--- src/sv/spq_pkg.sv ---
// ----------------------------------------------------------------------------
// spq_pkg
// Shared types and constants for the sorted priority queue: sizes, command
// and status codes, the stored entry layout and the sequencer states.
// ----------------------------------------------------------------------------
package spq_pkg;

   // queue geometry
   localparam int QUEUE_DEPTH = 16;
   localparam int ID_BITS     = 10;
   localparam int PRIO_BITS   = 8;
   localparam int CMD_BITS    = 2;
   localparam int STATUS_BITS = 2;
   localparam int IDX_BITS    = $clog2(QUEUE_DEPTH);
   localparam int COUNT_BITS  = $clog2(QUEUE_DEPTH + 1);

   // request commands
   typedef enum logic [CMD_BITS-1:0] {
      CMD_PUSH   = 2'd0,
      CMD_POP    = 2'd1,
      CMD_SEARCH = 2'd2,
      CMD_NOP    = 2'd3
   } spq_cmd_type;

   // response status codes
   typedef enum logic [STATUS_BITS-1:0] {
      STATUS_DONE  = 2'd0,
      STATUS_FULL  = 2'd1,
      STATUS_EMPTY = 2'd2
   } spq_status_type;

   // one stored queue entry
   typedef struct packed {
      logic [PRIO_BITS-1:0] prio;
      logic [ID_BITS-1:0]   id;
   } spq_entry_type;

   // sequencer states
   typedef enum logic [2:0] {
      ST_IDLE,
      ST_PUSH_CMP,
      ST_PUSH_WR,
      ST_POP_MOV,
      ST_SEARCH,
      ST_HEAD,
      ST_RESULT
   } spq_state_type;

endpackage

--- src/sv/spq_req_if.sv ---
// ----------------------------------------------------------------------------
// spq_req_if
// Request channel of the sorted priority queue: valid/ready plus command,
// pushed priority and searched id.
// ----------------------------------------------------------------------------
interface spq_req_if;

   logic                          valid;
   logic                          ready;
   logic [spq_pkg::CMD_BITS-1:0]  cmd;
   logic [spq_pkg::PRIO_BITS-1:0] priority_req;
   logic [spq_pkg::ID_BITS-1:0]   query_id;

   modport source (
      output valid, cmd, priority_req, query_id,
      input  ready
   );

   modport sink (
      input  valid, cmd, priority_req, query_id,
      output ready
   );

endinterface

--- src/sv/spq_rsp_if.sv ---
// ----------------------------------------------------------------------------
// spq_rsp_if
// Response channel of the sorted priority queue: valid/ready plus status,
// assigned id, search flag, head entry and occupancy.
// ----------------------------------------------------------------------------
interface spq_rsp_if;

   logic                            valid;
   logic                            ready;
   logic [spq_pkg::STATUS_BITS-1:0] status;
   logic [spq_pkg::ID_BITS-1:0]     new_id;
   logic                            found;
   logic                            head_valid;
   logic [spq_pkg::ID_BITS-1:0]     head_id;
   logic [spq_pkg::PRIO_BITS-1:0]   head_priority;
   logic [spq_pkg::COUNT_BITS-1:0]  occupancy;

   modport source (
      output valid, status, new_id, found, head_valid, head_id, head_priority,
             occupancy,
      input  ready
   );

   modport sink (
      input  valid, status, new_id, found, head_valid, head_id, head_priority,
             occupancy,
      output ready
   );

endinterface

--- src/sv/sorted_priority_queue.sv ---
// Steps: push moves larger entries back one at a time, pop shifts the rest toward the
//    head, search scans from the head, refused or no-op requests go to the head fetch.
// Throughput: one request at a time; the next is taken the cycle after the
//    result is registered, while that result may still wait for rsp ready.
// The pace is set by the slot RAM, one entry read and one written a cycle.
// Reset: synchronous, empties the queue and zeroes the id counter; slots are not cleared.
// ----------------------------------------------------------------------------
// sorted_priority_queue
// Bounded priority queue kept sorted by ascending priority code, stable for
// equal codes. A small sequencer walks the slot RAM to insert, shift out the
// head or search for an id.
// ----------------------------------------------------------------------------
module sorted_priority_queue (
   input  logic       clock,
   input  logic       reset,
   spq_req_if.sink    req_ch,
   spq_rsp_if.source  rsp_ch
);

   // sequencer and control registers
   spq_pkg::spq_state_type            state_ff, state_in;
   logic [spq_pkg::COUNT_BITS-1:0]    count_ff, count_in;
   logic [spq_pkg::ID_BITS-1:0]       id_ctr_ff, id_ctr_in;
   logic [spq_pkg::IDX_BITS-1:0]      pos_ff, pos_in;

   // latched request
   logic [spq_pkg::PRIO_BITS-1:0]     prio_ff, prio_in;
   logic [spq_pkg::ID_BITS-1:0]       qid_ff, qid_in;

   // per-request results
   spq_pkg::spq_status_type           status_ff, status_in;
   logic [spq_pkg::ID_BITS-1:0]       new_id_ff, new_id_in;
   logic                              found_ff, found_in;

   // response register
   logic                              rsp_valid_ff, rsp_valid_in;
   logic [spq_pkg::STATUS_BITS-1:0]   rsp_status_ff, rsp_status_in;
   logic [spq_pkg::ID_BITS-1:0]       rsp_new_id_ff, rsp_new_id_in;
   logic                              rsp_found_ff, rsp_found_in;
   logic                              rsp_head_valid_ff, rsp_head_valid_in;
   logic [spq_pkg::ID_BITS-1:0]       rsp_head_id_ff, rsp_head_id_in;
   logic [spq_pkg::PRIO_BITS-1:0]     rsp_head_prio_ff, rsp_head_prio_in;
   logic [spq_pkg::COUNT_BITS-1:0]    rsp_occ_ff, rsp_occ_in;

   // slot RAM
   spq_pkg::spq_entry_type            slot_ff [spq_pkg::QUEUE_DEPTH];
   spq_pkg::spq_entry_type            rd_data_ff;
   logic [spq_pkg::IDX_BITS-1:0]      rd_addr;
   logic                              wr_en;
   logic [spq_pkg::IDX_BITS-1:0]      wr_addr;
   spq_pkg::spq_entry_type            wr_data;

   // shared compare helpers
   logic                              req_fire;
   logic                              rsp_free;
   logic                              queue_full;
   logic                              moves_back;
   logic                              id_match;
   logic                              more_left;
   logic [spq_pkg::COUNT_BITS-1:0]    pos_next_ext;
   spq_pkg::spq_entry_type            new_entry;

   assign req_fire     = req_ch.valid && req_ch.ready;
   assign rsp_free     = !rsp_valid_ff || rsp_ch.ready;
   assign queue_full   = (count_ff == spq_pkg::COUNT_BITS'(spq_pkg::QUEUE_DEPTH));
   assign moves_back   = (rd_data_ff.prio > prio_ff);
   assign id_match     = (rd_data_ff.id == qid_ff);
   assign pos_next_ext = {1'b0, pos_ff} + spq_pkg::COUNT_BITS'(1);
   assign more_left    = (pos_next_ext < count_ff);
   assign new_entry    = '{prio: prio_ff, id: id_ctr_ff};

   // next state
   always_comb begin
      state_in = state_ff;
      unique case (state_ff)
         spq_pkg::ST_IDLE: begin
            if (req_fire) begin
               unique case (req_ch.cmd)
                  spq_pkg::CMD_PUSH: begin
                     if (queue_full) begin
                        state_in = spq_pkg::ST_HEAD;
                     end else if (count_ff == '0) begin
                        state_in = spq_pkg::ST_PUSH_WR;
                     end else begin
                        state_in = spq_pkg::ST_PUSH_CMP;
                     end
                  end
                  spq_pkg::CMD_POP: begin
                     if (count_ff <= spq_pkg::COUNT_BITS'(1)) begin
                        state_in = spq_pkg::ST_HEAD;
                     end else begin
                        state_in = spq_pkg::ST_POP_MOV;
                     end
                  end
                  spq_pkg::CMD_SEARCH: begin
                     if (count_ff == '0) begin
                        state_in = spq_pkg::ST_HEAD;
                     end else begin
                        state_in = spq_pkg::ST_SEARCH;
                     end
                  end
                  default: begin
                     state_in = spq_pkg::ST_HEAD;
                  end
               endcase
            end
         end
         spq_pkg::ST_PUSH_CMP: begin
            if (!moves_back) begin
               state_in = spq_pkg::ST_HEAD;
            end else if (pos_ff == spq_pkg::IDX_BITS'(1)) begin
               state_in = spq_pkg::ST_PUSH_WR;
            end
         end
         spq_pkg::ST_PUSH_WR: begin
            state_in = spq_pkg::ST_HEAD;
         end
         spq_pkg::ST_POP_MOV: begin
            if (!more_left) begin
               state_in = spq_pkg::ST_HEAD;
            end
         end
         spq_pkg::ST_SEARCH: begin
            if (id_match || !more_left) begin
               state_in = spq_pkg::ST_HEAD;
            end
         end
         spq_pkg::ST_HEAD: begin
            state_in = spq_pkg::ST_RESULT;
         end
         spq_pkg::ST_RESULT: begin
            if (rsp_free) begin
               state_in = spq_pkg::ST_IDLE;
            end
         end
         default: begin
            state_in = spq_pkg::ST_IDLE;
         end
      endcase
   end

   // datapath, ram control and outputs
   always_comb begin
      count_in          = count_ff;
      id_ctr_in         = id_ctr_ff;
      pos_in            = pos_ff;
      prio_in           = prio_ff;
      qid_in            = qid_ff;
      status_in         = status_ff;
      new_id_in         = new_id_ff;
      found_in          = found_ff;
      rsp_valid_in      = rsp_valid_ff && !rsp_ch.ready;
      rsp_status_in     = rsp_status_ff;
      rsp_new_id_in     = rsp_new_id_ff;
      rsp_found_in      = rsp_found_ff;
      rsp_head_valid_in = rsp_head_valid_ff;
      rsp_head_id_in    = rsp_head_id_ff;
      rsp_head_prio_in  = rsp_head_prio_ff;
      rsp_occ_in        = rsp_occ_ff;
      rd_addr           = '0;
      wr_en             = 1'b0;
      wr_addr           = pos_ff;
      wr_data           = new_entry;
      req_ch.ready      = 1'b0;

      unique case (state_ff)
         // take a request and issue the first slot read
         spq_pkg::ST_IDLE: begin
            req_ch.ready = 1'b1;
            if (req_fire) begin
               prio_in   = req_ch.priority_req;
               qid_in    = req_ch.query_id;
               status_in = spq_pkg::STATUS_DONE;
               new_id_in = '0;
               found_in  = 1'b0;
               unique case (req_ch.cmd)
                  spq_pkg::CMD_PUSH: begin
                     pos_in  = count_ff[spq_pkg::IDX_BITS-1:0];
                     rd_addr = count_ff[spq_pkg::IDX_BITS-1:0] - spq_pkg::IDX_BITS'(1);
                     if (queue_full) begin
                        status_in = spq_pkg::STATUS_FULL;
                     end
                  end
                  spq_pkg::CMD_POP: begin
                     pos_in  = spq_pkg::IDX_BITS'(1);
                     rd_addr = spq_pkg::IDX_BITS'(1);
                     if (count_ff == '0) begin
                        status_in = spq_pkg::STATUS_EMPTY;
                     end else if (count_ff == spq_pkg::COUNT_BITS'(1)) begin
                        count_in = '0;
                     end
                  end
                  spq_pkg::CMD_SEARCH: begin
                     pos_in  = '0;
                     rd_addr = '0;
                  end
                  default: begin
                     pos_in = '0;
                  end
               endcase
            end
         end
         // move larger codes back one slot, or drop the new entry in
         spq_pkg::ST_PUSH_CMP: begin
            wr_en = 1'b1;
            if (moves_back) begin
               wr_data = rd_data_ff;
               pos_in  = pos_ff - spq_pkg::IDX_BITS'(1);
               rd_addr = pos_ff - spq_pkg::IDX_BITS'(2);
            end else begin
               count_in  = count_ff + spq_pkg::COUNT_BITS'(1);
               id_ctr_in = id_ctr_ff + spq_pkg::ID_BITS'(1);
               new_id_in = id_ctr_ff;
            end
         end
         // new entry lands at the head or into an empty queue
         spq_pkg::ST_PUSH_WR: begin
            wr_en     = 1'b1;
            count_in  = count_ff + spq_pkg::COUNT_BITS'(1);
            id_ctr_in = id_ctr_ff + spq_pkg::ID_BITS'(1);
            new_id_in = id_ctr_ff;
         end
         // shift entries one slot toward the head
         spq_pkg::ST_POP_MOV: begin
            wr_en   = 1'b1;
            wr_addr = pos_ff - spq_pkg::IDX_BITS'(1);
            wr_data = rd_data_ff;
            if (more_left) begin
               pos_in  = pos_ff + spq_pkg::IDX_BITS'(1);
               rd_addr = pos_ff + spq_pkg::IDX_BITS'(1);
            end else begin
               count_in = count_ff - spq_pkg::COUNT_BITS'(1);
            end
         end
         // linear id search from the head
         spq_pkg::ST_SEARCH: begin
            if (id_match) begin
               found_in = 1'b1;
            end else if (more_left) begin
               pos_in  = pos_ff + spq_pkg::IDX_BITS'(1);
               rd_addr = pos_ff + spq_pkg::IDX_BITS'(1);
            end
         end
         // fetch the head slot
         spq_pkg::ST_HEAD: begin
            rd_addr = '0;
         end
         // load the response register once it is free
         spq_pkg::ST_RESULT: begin
            if (rsp_free) begin
               rsp_valid_in      = 1'b1;
               rsp_status_in     = status_ff;
               rsp_new_id_in     = new_id_ff;
               rsp_found_in      = found_ff;
               rsp_head_valid_in = (count_ff != '0);
               rsp_head_id_in    = (count_ff != '0) ? rd_data_ff.id : '0;
               rsp_head_prio_in  = (count_ff != '0) ? rd_data_ff.prio : '0;
               rsp_occ_in        = count_ff;
            end
         end
         default: begin
            rd_addr = '0;
         end
      endcase
   end

   // slot ram, registered read
   always_ff @(posedge clock) begin
      if (wr_en) begin
         slot_ff[wr_addr] <= wr_data;
      end
      rd_data_ff <= slot_ff[rd_addr];
   end

   // control registers
   always_ff @(posedge clock) begin
      if (reset) begin
         state_ff     <= spq_pkg::ST_IDLE;
         count_ff     <= '0;
         id_ctr_ff    <= '0;
         rsp_valid_ff <= 1'b0;
      end else begin
         state_ff     <= state_in;
         count_ff     <= count_in;
         id_ctr_ff    <= id_ctr_in;
         rsp_valid_ff <= rsp_valid_in;
      end
   end

   // payload registers
   always_ff @(posedge clock) begin
      pos_ff            <= pos_in;
      prio_ff           <= prio_in;
      qid_ff            <= qid_in;
      status_ff         <= status_in;
      new_id_ff         <= new_id_in;
      found_ff          <= found_in;
      rsp_status_ff     <= rsp_status_in;
      rsp_new_id_ff     <= rsp_new_id_in;
      rsp_found_ff      <= rsp_found_in;
      rsp_head_valid_ff <= rsp_head_valid_in;
      rsp_head_id_ff    <= rsp_head_id_in;
      rsp_head_prio_ff  <= rsp_head_prio_in;
      rsp_occ_ff        <= rsp_occ_in;
   end

   // response port
   assign rsp_ch.valid         = rsp_valid_ff;
   assign rsp_ch.status        = rsp_status_ff;
   assign rsp_ch.new_id        = rsp_new_id_ff;
   assign rsp_ch.found         = rsp_found_ff;
   assign rsp_ch.head_valid    = rsp_head_valid_ff;
   assign rsp_ch.head_id       = rsp_head_id_ff;
   assign rsp_ch.head_priority = rsp_head_prio_ff;
   assign rsp_ch.occupancy     = rsp_occ_ff;

   // occupancy never passes the queue depth
   a_count_bound: assert property (@(posedge clock) disable iff (reset)
      count_ff <= spq_pkg::COUNT_BITS'(spq_pkg::QUEUE_DEPTH))
      else $error("queue count above depth");

   // an accepted request leaves the idle state
   a_busy_after_req: assert property (@(posedge clock) disable iff (reset)
      req_fire |=> state_ff != spq_pkg::ST_IDLE)
      else $error("sequencer stayed idle after a request");

   // a refused push reports a full queue
   a_full_refusal: assert property (@(posedge clock) disable iff (reset)
      (rsp_valid_ff && rsp_status_ff == spq_pkg::STATUS_FULL)
         |-> rsp_occ_ff == spq_pkg::COUNT_BITS'(spq_pkg::QUEUE_DEPTH))
      else $error("push refused while queue not full");

   // head valid agrees with occupancy
   a_head_valid: assert property (@(posedge clock) disable iff (reset)
      rsp_valid_ff |-> rsp_head_valid_ff == (rsp_occ_ff != '0))
      else $error("head valid disagrees with occupancy");

endmodule
--- src/flat_wrapper.sv ---
// flat-port wrapper written by rule: the top's interface ports become plain ports
module sorted_priority_queue_flat 
  (clock, reset, req_ch_valid, req_ch_cmd, req_ch_priority_req, req_ch_query_id, req_ch_ready, rsp_ch_valid, rsp_ch_status, rsp_ch_new_id, rsp_ch_found, rsp_ch_head_valid, rsp_ch_head_id, rsp_ch_head_priority, rsp_ch_occupancy, rsp_ch_ready);
  spq_req_if req_ch_i ();
  spq_rsp_if rsp_ch_i ();
  input  logic clock;
  input  logic reset;
  input wire logic [$bits(req_ch_i.valid)-1:0] req_ch_valid;
  input wire logic [$bits(req_ch_i.cmd)-1:0] req_ch_cmd;
  input wire logic [$bits(req_ch_i.priority_req)-1:0] req_ch_priority_req;
  input wire logic [$bits(req_ch_i.query_id)-1:0] req_ch_query_id;
  output wire logic [$bits(req_ch_i.ready)-1:0] req_ch_ready;
  output wire logic [$bits(rsp_ch_i.valid)-1:0] rsp_ch_valid;
  output wire logic [$bits(rsp_ch_i.status)-1:0] rsp_ch_status;
  output wire logic [$bits(rsp_ch_i.new_id)-1:0] rsp_ch_new_id;
  output wire logic [$bits(rsp_ch_i.found)-1:0] rsp_ch_found;
  output wire logic [$bits(rsp_ch_i.head_valid)-1:0] rsp_ch_head_valid;
  output wire logic [$bits(rsp_ch_i.head_id)-1:0] rsp_ch_head_id;
  output wire logic [$bits(rsp_ch_i.head_priority)-1:0] rsp_ch_head_priority;
  output wire logic [$bits(rsp_ch_i.occupancy)-1:0] rsp_ch_occupancy;
  input wire logic [$bits(rsp_ch_i.ready)-1:0] rsp_ch_ready;
  assign req_ch_i.valid = req_ch_valid;
  assign req_ch_i.cmd = req_ch_cmd;
  assign req_ch_i.priority_req = req_ch_priority_req;
  assign req_ch_i.query_id = req_ch_query_id;
  assign req_ch_ready = req_ch_i.ready;
  assign rsp_ch_valid = rsp_ch_i.valid;
  assign rsp_ch_status = rsp_ch_i.status;
  assign rsp_ch_new_id = rsp_ch_i.new_id;
  assign rsp_ch_found = rsp_ch_i.found;
  assign rsp_ch_head_valid = rsp_ch_i.head_valid;
  assign rsp_ch_head_id = rsp_ch_i.head_id;
  assign rsp_ch_head_priority = rsp_ch_i.head_priority;
  assign rsp_ch_occupancy = rsp_ch_i.occupancy;
  assign rsp_ch_i.ready = rsp_ch_ready;
  sorted_priority_queue u_core (.clock(clock), .reset(reset), .req_ch(req_ch_i), .rsp_ch(rsp_ch_i));
endmodule
--- config.mk ---
export PLATFORM = sky130hd
export DESIGN_NAME = sorted_priority_queue_flat
export DESIGN_NICKNAME = d
export VERILOG_FILES = /design/src/sv/spq_pkg.sv /design/src/sv/spq_req_if.sv /design/src/sv/spq_rsp_if.sv /design/src/sv/sorted_priority_queue.sv /design/src/flat_wrapper.sv
export SDC_FILE = /design/constraint.sdc
export NUM_CORES = 1
export LEC_CHECK = 0
export BUFFER_PORTS_ARGS = -buffer_cell sky130_fd_sc_hd__buf_2
export CORE_AREA = 2 2 164 166
export CTS_CLUSTER_SIZE = 20
export DETAILED_ROUTE_END_ITERATION = 10
export DIE_AREA = 0 0 166 168
export PLACE_DENSITY = 0.88
export SLEW_MARGIN = 10
export SYNTH_ARGS = -nofsm -noshare
export SYNTH_HDL_FRONTEND = slang
export SYNTH_SLANG_ARGS = --single-unit
--- constraint.sdc ---
create_clock -name clock -period 9.8 [get_ports clock]
set_input_delay 1.47 -clock clock [delete_from_list [all_inputs] [get_ports clock]]
set_output_delay 1.47 -clock clock [all_outputs]
set_load 0.01 [all_outputs]
==> results of run 1 <==
-- power groups by stage --
| stage | Combinational (uW) | Sequential, uW | Clock (uW) |
|---|---|---|---|
| final | 2460 | 2480 | 1430 |
| after global routing | 2590 | 2490 | 1500 |
| after CTS | 2380 | 2460 | 1430 |
| after detailed placement | 2310 | 2490 | 0 |
| after global placement | 2200 | 2470 | 0 |
| after floorplan | 1660 | 2410 | 0 |
-- layer usage --
metal | share of wire (%) | GRT usage, % | wire length (um) | vias to the layer above
met1 | 34 | 40.4 | 15400 | 5578
met4 | 4.6 | 15.5 | 2070 | 0
li1 | - | - | - | 4828
met2 | 48 | 51.7 | 21700 | 1090
met3 | 13 | 8.82 | 6000 | 206
met5 | 0 | 0 | 0 | -
-- stage by stage --
stage	instances	total power [uW]	setup slack [ps]	cell area (sq um)	hold slack, ps
after floorplan	1214	4070	6220	16800	400
after global placement	1564	4670	5070	17500	401
after detailed placement	1564	4800	4830	17500	405
after CTS	1632	6280	4920	18700	420
after global routing	1632	6580	4590	18700	439
final	1633	6370	4760	18700	419
-- layout by cell type (no fill, tap or decap), types with 35 or more instances in the layout --
cell type / netlist / layout
nand2_1: 105 / 103
a21oi_1: 58 / 58
clkbuf_16: 0 / 38
o21a_1: 35 / 35
edfxtp_1: 360 / 360
and3_1: 54 / 54
dfxtp_1: 37 / 37
a211oi_1: 61 / 61
buf_2: 25 / 62
nor2_1: 57 / 39
-- final cells by class --
class	instances	area share, %
Antenna cell	1	0.0134
Clock buffer	58	5.91
Clock inverter	10	0.595
Inverter	26	0.521
Multi-Input combinational cell	705	26.0
Sequential cell	397	61.7
Tap cell	341	2.28
Timing Repair Buffer	95	2.98
-- logic make-up (layout without fill, tap and decap cells) --
group / count (synthesis) / in the layout
AOI/OAI and AO/OA: 333 / 333
adders and majority gates: 23 / 23
xor gates and xnor gates: 31 / 31
other: 0 / 1
buffers and inverters: 112 / 189
muxes: 16 / 16
and+or+nand+nor: 302 / 302
DFF: 397 / 397
-- worst max-delay path: stages (launching register included) --
cell and delay [ps]:
dfxtp_1 790, nand2b_1 440, nor2_1 880, o211a_1 270, buf_4 420, or2_1 770, buf_4 470, a2111oi_0 190
o41ai_1 510, o31a_1 220
-- registers in the layout, summed over array words and instances, names as in the netlist, 2 cells and up --
name / count
u_core.pos_ff: 4
u_core.rsp_ch.new_id: 10
u_core.rsp_ch.head_priority: 8
u_core.prio_ff: 8
u_core.rsp_ch.head_id: 10
u_core.state_ff: 3
u_core.rd_data_ff: 18
u_core.rsp_ch.occupancy: 5
u_core.status_ff: 2
u_core.id_ctr_ff: 10
u_core.new_id_ff: 10
u_core.qid_ff: 10
u_core.rsp_ch.status: 2
u_core.slot_ff: 288
u_core.count_ff: 5
-- worst paths after layout --
check / start / to / slack (ps) / cells after the start
worst max-delay path: u_core.state_ff[0]$_SDFFE_PP0P_ / u_core.rd_data_ff[15]$_DFF_P_ / 4760 / 9
worst min-delay path: u_core.new_id_ff[2]$_SDFFCE_PP0P_ / u_core.rsp_ch.new_id[2]$_DFFE_PP_ / 420 / 0
worst max register to register: u_core.state_ff[0]$_SDFFE_PP0P_ / u_core.rd_data_ff[15]$_DFF_P_ / 4760 / 9
worst min register to register: u_core.new_id_ff[2]$_SDFFCE_PP0P_ / u_core.rsp_ch.new_id[2]$_DFFE_PP_ / 420 / 0
==> results.toml, run 1 <==
[clocking]
ctsHtreeMaxLevel = 2
cts.clk_slew.worst_paths_ps = 70
cts-root-buf = "clkbuf_16"
cts_tree = "built"
post-cts-setup-buffers = 0
ctsLongestPathBuffers = 3
insertion_delay_ps = 540
ctsHoldBuffers = 0
cts-resized-gates = 0
cts_sinks = 397
cts_buffers = 37

[worst_hold_path]
hold_class = "reg2reg"

[final_layout]
fillers = 1418
syn_to_final_growth_pct = 11.4
final_net_count = 1309
fin_util_pct = 71.0
final-seq-area_sq_um = 11600
multi_input_area_sq_um = 4870
layout-drive-gt1-share_pct = 16.2

[synth]
synth_mux_area_share_pct = 1.04
yosys.area_share.simple_pct = 8.81
ys_seq_area_share_pct = 68.8
synth_ff_type = "edfxtp_1"
synth_nets = 1261
yosys.area.top_type = "edfxtp_1"
async_flop_share_pct = 0
synth_edf_count = 360
synth_fa_ha_area_share_pct = 1.71
synth_top_family_by_area = "compound AO/OA/AOI/OAI gates"
ys_ff_latch = 397
synthTopCellsByCount = "edfxtp_1, nand2_1, a211oi_1"
synth.most_common_cell = "edfxtp_1"
synth_xor_area_share_pct = 1.62
yosysTopAreaCellShare_pct = 64.4
avgSynthCellArea_sq_um = 13.8
syn_area_sq_um = 16800
synth.area.top_cells = "edfxtp_1, dfxtp_1, a211oi_1"
synth_compound_area_share_pct = 15.2
yosysWarnings = 0
yosys.cell_types.count = 67
synthCells = 1214

[pwr]
switching_power_uw = 2490
power_leakage_uw = 0.00627
p_comb_share_pct = 38.6
powerDensity_nw_per_um2 = 340
swShare_pct = 39.2
p_int_uw = 3870
irDropWorstVdd_mv = 0.265
power_frac_clock_pct = 22.5
seq_power_share_pct = 38.9

[place]
port_buffers = 62
gp_congestion = 0.882
dp_hpwl_mm = 24.7

[sta]
hold_violations = 0
timing.slew.headroom_pct = 12.7
finClkSkew_ps = 23.3
fin_crit_ps = 5040
rsz0062_at_grt = "no"
tightest_slew_ps = 1310
slew_viol_final = 0
fin_crit_sh_pct = 51.5
setup_viol = 0
setup_tns_ps = 0
timing.fmax_mhz = 198

[worst_setup_path]
cp-end-kind = "flip-flop"
startpoint_type = "flip-flop"
path_class = "reg2reg"
crit_fanout = 37
required_ps = 10280
arrival_ps = 5520

[detailed_routing]
drtIter0Drc = 1756
via_count = 11702
vias_per_cell = 7.17
wl_per_cell_um = 27.7
ant_nets = 0
dr.pass1.iters = 8
drc = 0
routed_wl_mm = 45.2

[die]
die-height_um = 168
ioPinCount = 63
start_util_pct = 63.7
die-area_sq_um = 27900
die_x_um = 166
core_area_sq_um = 26400
rows = 60

[run_status]
status = "completed"

[global_routing]
grt_pass1_vias = 11433
overflow = 0
grt_max_degree = 70
grtUsageTotal_pct = 32.0
grt_pass1_wl_mm = 67.7
antenna_found_initial = 1

[run]
max_cap_violations = 0
No activity file was read; power rests on OpenSTA's default activity.
==> inputs of run 2 (changes only) <==
- CORE_AREA: 2 2 164 166 -> 2 2 168 170
- DIE_AREA: 0 0 166 168 -> 0 0 170 172
- PLACE_DENSITY: 0.88 -> 0.85
- clock period: 9.8 -> 5 ns (I/O delays scaled with it)
==> results.toml, run 2 (synthesis gave the netlist of run 1 again) <==
[detailed_routing]
wl_per_cell_um = 25.6
drc = 0
vias_per_cell = 6.81
routed_wl_mm = 42.5
ant_nets = 0
drtIter0Drc = 1421
via_count = 11297
dr.pass1.iters = 5

[die]
rows = 61
ioPinCount = 63
start_util_pct = 61.1
die-height_um = 172
die-area_sq_um = 29200
core_area_sq_um = 27500
die_x_um = 170

[final_layout]
final_common_cell = "edfxtp_1"
layout-drive-gt1-share_pct = 17.8
top_regs = "u_core.slot_ff (288), u_core.rd_data_ff (18)"
syn_to_final_growth_pct = 13.5
top_register = "u_core.slot_ff"
largest_reg_flops = 288
final_net_count = 1329
fin_util_pct = 69.4
mostFrequentLayoutCells = "edfxtp_1, nand2_1, buf_2, a211oi_1, a21oi_1"

[worst_setup_path]
slowest_stage = "a211oi_1"
path_cells = "inv_1, ha_1, ha_1, a21o_1, a31oi_1, o21ai_0, a211oi_1, nor2_4, buf_4, a2111oi_0, o41ai_1, o31a_1"
rrSetupSlack_ps = 550
r2r-start = "u_core.pos_ff[0]$_DFFE_PP_"
startpoint_type = "flip-flop"
arrival_ps = 4880
slowest_delay_ps = 710
cpMostUsedCell = "ha_1"
cp-end-kind = "flip-flop"
path_class = "reg2reg"
reg2reg_depth = 12
required_ps = 5430
r2r_end = "u_core.rd_data_ff[15]$_DFF_P_"
crit_fanout = 21

[clocking]
cts_buffers = 38
cts.clk_slew.worst_paths_ps = 70
cts-root-buf = "clkbuf_16"
cts_tree = "built"
ctsHtreeMaxLevel = 2
ctsLongestPathBuffers = 3
ctsHoldBuffers = 0
cts_sinks = 397
cts-resized-gates = 0
insertion_delay_ps = 540
post-cts-setup-buffers = 0

[pwr]
switching_power_uw = 4750
swShare_pct = 37.4
power_frac_clock_pct = 24.0
power_leakage_uw = 0.00644
p_int_uw = 7950
finalPower_uw = 12700
p_comb_share_pct = 38.0
irDropWorstVdd_mv = 0.276
powerDensity_nw_per_um2 = 666
seq_power_share_pct = 38.0

[global_routing]
overflow = 0
grtUsageTotal_pct = 29.4
antenna_found_initial = 1
grt_pass1_wl_mm = 64.2
grt_max_degree = 60
grt_pass1_vias = 10983

[sta]
timing.fmax_mhz = 225
setup_tns_ps = 0
rsz0062_at_grt = "no"
fin_crit_ps = 4450
fin_crit_sh_pct = 89.0
fin_ws_ps = 551
tightest_slew_ps = 1220
finClkSkew_ps = 18.0
timing.slew.headroom_pct = 18.6
hold_violations = 0
setup_viol = 0
slew_viol_final = 0

[worst_hold_path]
hp-start = "req_ch_priority_req[3]"
min_to = "u_core.prio_ff[3]$_DFFE_PP_"
hold_class = "in2reg"
holdPathStages = 1

[place]
dp_hpwl_mm = 25.1
dp_slack_ps = 749
port_buffers = 62
gp_congestion = 0.895

[run]
max_cap_violations = 0

[run_status]
status = "completed"
==> run 2: changes by cell type in the layout (fill, tap and decap cells not counted), moves of 2 or more <==
cell / previous run / this run
bufinv_16: 1 / 5
clkbuf_1: 12 / 7
clkinvlp_4: 0 / 3
buf_4: 33 / 47
buf_12: 0 / 5
clkinv_4: 3 / 1
==> run 2: per-layer routing <==
| layer | part of all wire (%) | track usage [%] | vias to the layer above |
|---|---|---|---|
| met1 | 36 | 38.2 | 5472 |
| met5 | 0 | 0 | - |
| li1 | - | - | 4876 |
| met3 | 11 | 5.01 | 139 |
| met2 | 49 | 49.0 | 810 |
| met4 | 4.1 | 13.2 | 0 |
==> run 2: worst max-delay path, delay by kind of cell (launching register included) <==
family | cells | cell delay, ps
compound gates | 7 | 2260
fa+ha+maj | 2 | 700
buf+inv | 2 | 520
flops | 1 | 620
simple gates | 1 | 230
==> run 2: worst max path at each step <==
stage	startpoint	endpoint	slack [ps]
5_1_grt	u_core.pos_ff[0]$_DFFE_PP_	u_core.rd_data_ff[15]$_DFF_P_	320
3_3_place_gp	u_core.pos_ff[0]$_DFFE_PP_	u_core.rd_data_ff[15]$_DFF_P_	990
2_1_floorplan	u_core.state_ff[2]$_SDFFE_PP0P_	u_core.rsp_ch.found$_DFFE_PP_	1640
6_report	u_core.pos_ff[0]$_DFFE_PP_	u_core.rd_data_ff[15]$_DFF_P_	550
4_1_cts	u_core.pos_ff[0]$_DFFE_PP_	u_core.rd_data_ff[15]$_DFF_P_	650
3_5_place_dp	u_core.pos_ff[0]$_DFFE_PP_	u_core.rd_data_ff[15]$_DFF_P_	750
==> run 2: final cells by class <==
cell class                      count  area [sq um]
Sequential cell                   397         11600
Fill cell                        1683          8410
Multi-Input combinational cell    705          4870
Clock buffer                       55          1130
Timing Repair Buffer              114           763
Tap cell                          346           433
Clock inverter                     15           231
Inverter                           26          97.6
Antenna cell                        1          2.50
==> run 2: metrics by stage <==
step / instance area [sq um] / instances / hold WS (ps)
after global routing: 19100 / 1658 / 378
after detailed placement: 17700 / 1588 / 405
after global placement: 17700 / 1588 / 400
final: 19100 / 1659 / 382
after floorplan: 16800 / 1214 / 400
after CTS: 19100 / 1658 / 373
==> run 2: power groups by stage <==
stage	combinational (uW)	sequential (uW)	clock, uW
after global placement	4460	4850	0
after CTS	4730	4810	3060
after global routing	5170	4860	3200
after floorplan	3250	4730	0
after detailed placement	4650	4870	0
final	4820	4830	3050
==> inputs of run 3 (changes only) <==
- GPL_TIMING_DRIVEN: default -> 0
==> results.toml, run 3 (synthesis gave the netlist of run 1 again) <==
[run_status]
status = "completed"

[clocking]
cts-root-buf = "clkbuf_16"
insertion_delay_ps = 540
cts.clk_slew.worst_paths_ps = 60
cts_sinks = 397
ctsHtreeMaxLevel = 2
cts_buffers = 38
cts_tree = "built"
ctsLongestPathBuffers = 3

[sta]
finClkSkew_ps = 23.2
tightest_slew_ps = 1330
timing.fmax_mhz = 206
setup_tns_ps = 0
slew_viol_final = 0
rsz0062_at_grt = "no"
fin_crit_sh_pct = 97.3
fin_crit_ps = 4870
setup_viol = 0
hold_violations = 0
timing.slew.headroom_pct = 11.0

[die]
start_util_pct = 61.1
die-height_um = 172
rows = 61
ioPinCount = 63
die-area_sq_um = 29200
die_x_um = 170
core_area_sq_um = 27500

[global_routing]
overflow = 0
antenna_found_initial = 0
grt_pass1_vias = 11438
grt_max_degree = 36
grtUsageTotal_pct = 30.3
grt_pass1_wl_mm = 66.3

[place]
placed_area_sq_um = 17800
port_buffers = 60
dp_hpwl_mm = 30.0
gp_congestion = 0.927

[detailed_routing]
via_count = 11873
routed_wl_mm = 44.2
drc = 0
dr.pass1.iters = 5
vias_per_cell = 6.95
ant_nets = 0
drtIter0Drc = 1754
wl_per_cell_um = 25.9

[pwr]
power_frac_clock_pct = 22.1
power_leakage_uw = 0.00645
powerDensity_nw_per_um2 = 681
switching_power_uw = 5220
irDropWorstVdd_mv = 0.295
seq_power_share_pct = 36.3
swShare_pct = 40.1
p_comb_share_pct = 41.6
p_int_uw = 7790

[worst_setup_path]
arrival_ps = 5340
path_cells = "inv_1, ha_1, nand4_1, nor3_1, or4_1, o21ai_2, nor2_2, clkbuf_1, a2111oi_0, o41ai_1, o31a_1"
startpoint_type = "flip-flop"
crit_fanout = 10
required_ps = 5470
slowest_stage = "nor3_1"
slowest_delay_ps = 1100
reg2reg_depth = 11
cp-end-kind = "flip-flop"
path_class = "reg2reg"

[final_layout]
top_register = "u_core.slot_ff"
syn_to_final_growth_pct = 13.8
top_regs = "u_core.slot_ff (288), u_core.rd_data_ff (18)"
final_net_count = 1383
layout-drive-gt1-share_pct = 16.3
largest_reg_flops = 288
antennaDiodeCount = 0
mostFrequentLayoutCells = "edfxtp_1, nand2_1, buf_2, a211oi_1"
fillers = 1673
fin_area_sq_um = 19100
final_common_cell = "edfxtp_1"

[worst_hold_path]
hold_class = "in2reg"
holdPathStages = 1

[run]
max_cap_violations = 0
## run 3: power groups by stage
stage	Sequential [uW]	Combinational, uW	Clock [uW]
6_report	4720	5410	2870
5_1_grt	4760	5700	2980
4_1_cts	4710	5200	2850
3_5_place_dp	4770	5100	0
3_3_place_gp	4780	4780	0
2_1_floorplan	4730	3250	0
## run 3: through the flow
step | hold slack, ps | total power (uW) | instances | utilization (%) | setup WS [ps]
2_1_floorplan | 400 | 7970 | 1214 | - | 1640
3_3_place_gp | 401 | 9550 | 1620 | 63.8 | 329
3_5_place_dp | 405 | 9870 | 1642 | 65.0 | 352
4_1_cts | 381 | 12800 | 1709 | 69.5 | 139
5_1_grt | 380 | 13400 | 1709 | 69.5 | 152
6_report | 382 | 13000 | 1709 | 69.5 | 135
## run 3: worst paths after layout
path / startpoint / end / slack (ps)
worst max-delay path: u_core.prio_ff[7]$_DFFE_PP_ / u_core.rd_data_ff[12]$_DFF_P_ / 130
worst min-delay path: req_ch_priority_req[3] / u_core.prio_ff[3]$_DFFE_PP_ / 380
worst max register to register: u_core.prio_ff[7]$_DFFE_PP_ / u_core.rd_data_ff[12]$_DFF_P_ / 130
worst min register to register: u_core.found_ff$_DFFE_PP_ / u_core.rsp_ch.found$_DFFE_PP_ / 420
## run 3: cell type report
class	instances	area [sq um]	area share (%)
flip-flops and latches	397	11600	60.5
multi-input cells	705	4840	25.3
clock buffers	47	1050	5.48
repair buffers	82	572	2.99
well taps	346	433	2.27
plain buffers	86	378	1.98
clock inverters	20	189	0.989
inverters	26	97.6	0.511
## run 3: worst max-delay path, delay by kind of cell, from the launching register on
kind | cells | cell delay, ps
AO/OA/AOI/OAI | 4 | 1340
AND/OR/NAND/NOR | 4 | 2110
buffers and inverters | 2 | 710
adder cells (fa/ha/maj) | 1 | 290
flip-flops | 1 | 350
## run 3: timing repair
action,4_1_cts,5_1_grt
hold buffers,0,0
hold endpoints to repair,0,0
setup endpoints to repair,0,7
resized for setup,0,4
setup buffers,0,0
## run 3: metal layers
layer | vias to the layer above | GRT usage [%] | wire [um] | share of wire [%]
met5 | - | 0 | 0 | 0
met4 | 0 | 15.6 | 2070 | 4.7
met3 | 166 | 6.48 | 5360 | 12
met2 | 991 | 49.4 | 21100 | 48
met1 | 5717 | 38.7 | 15700 | 35
li1 | 4999 | - | - | -
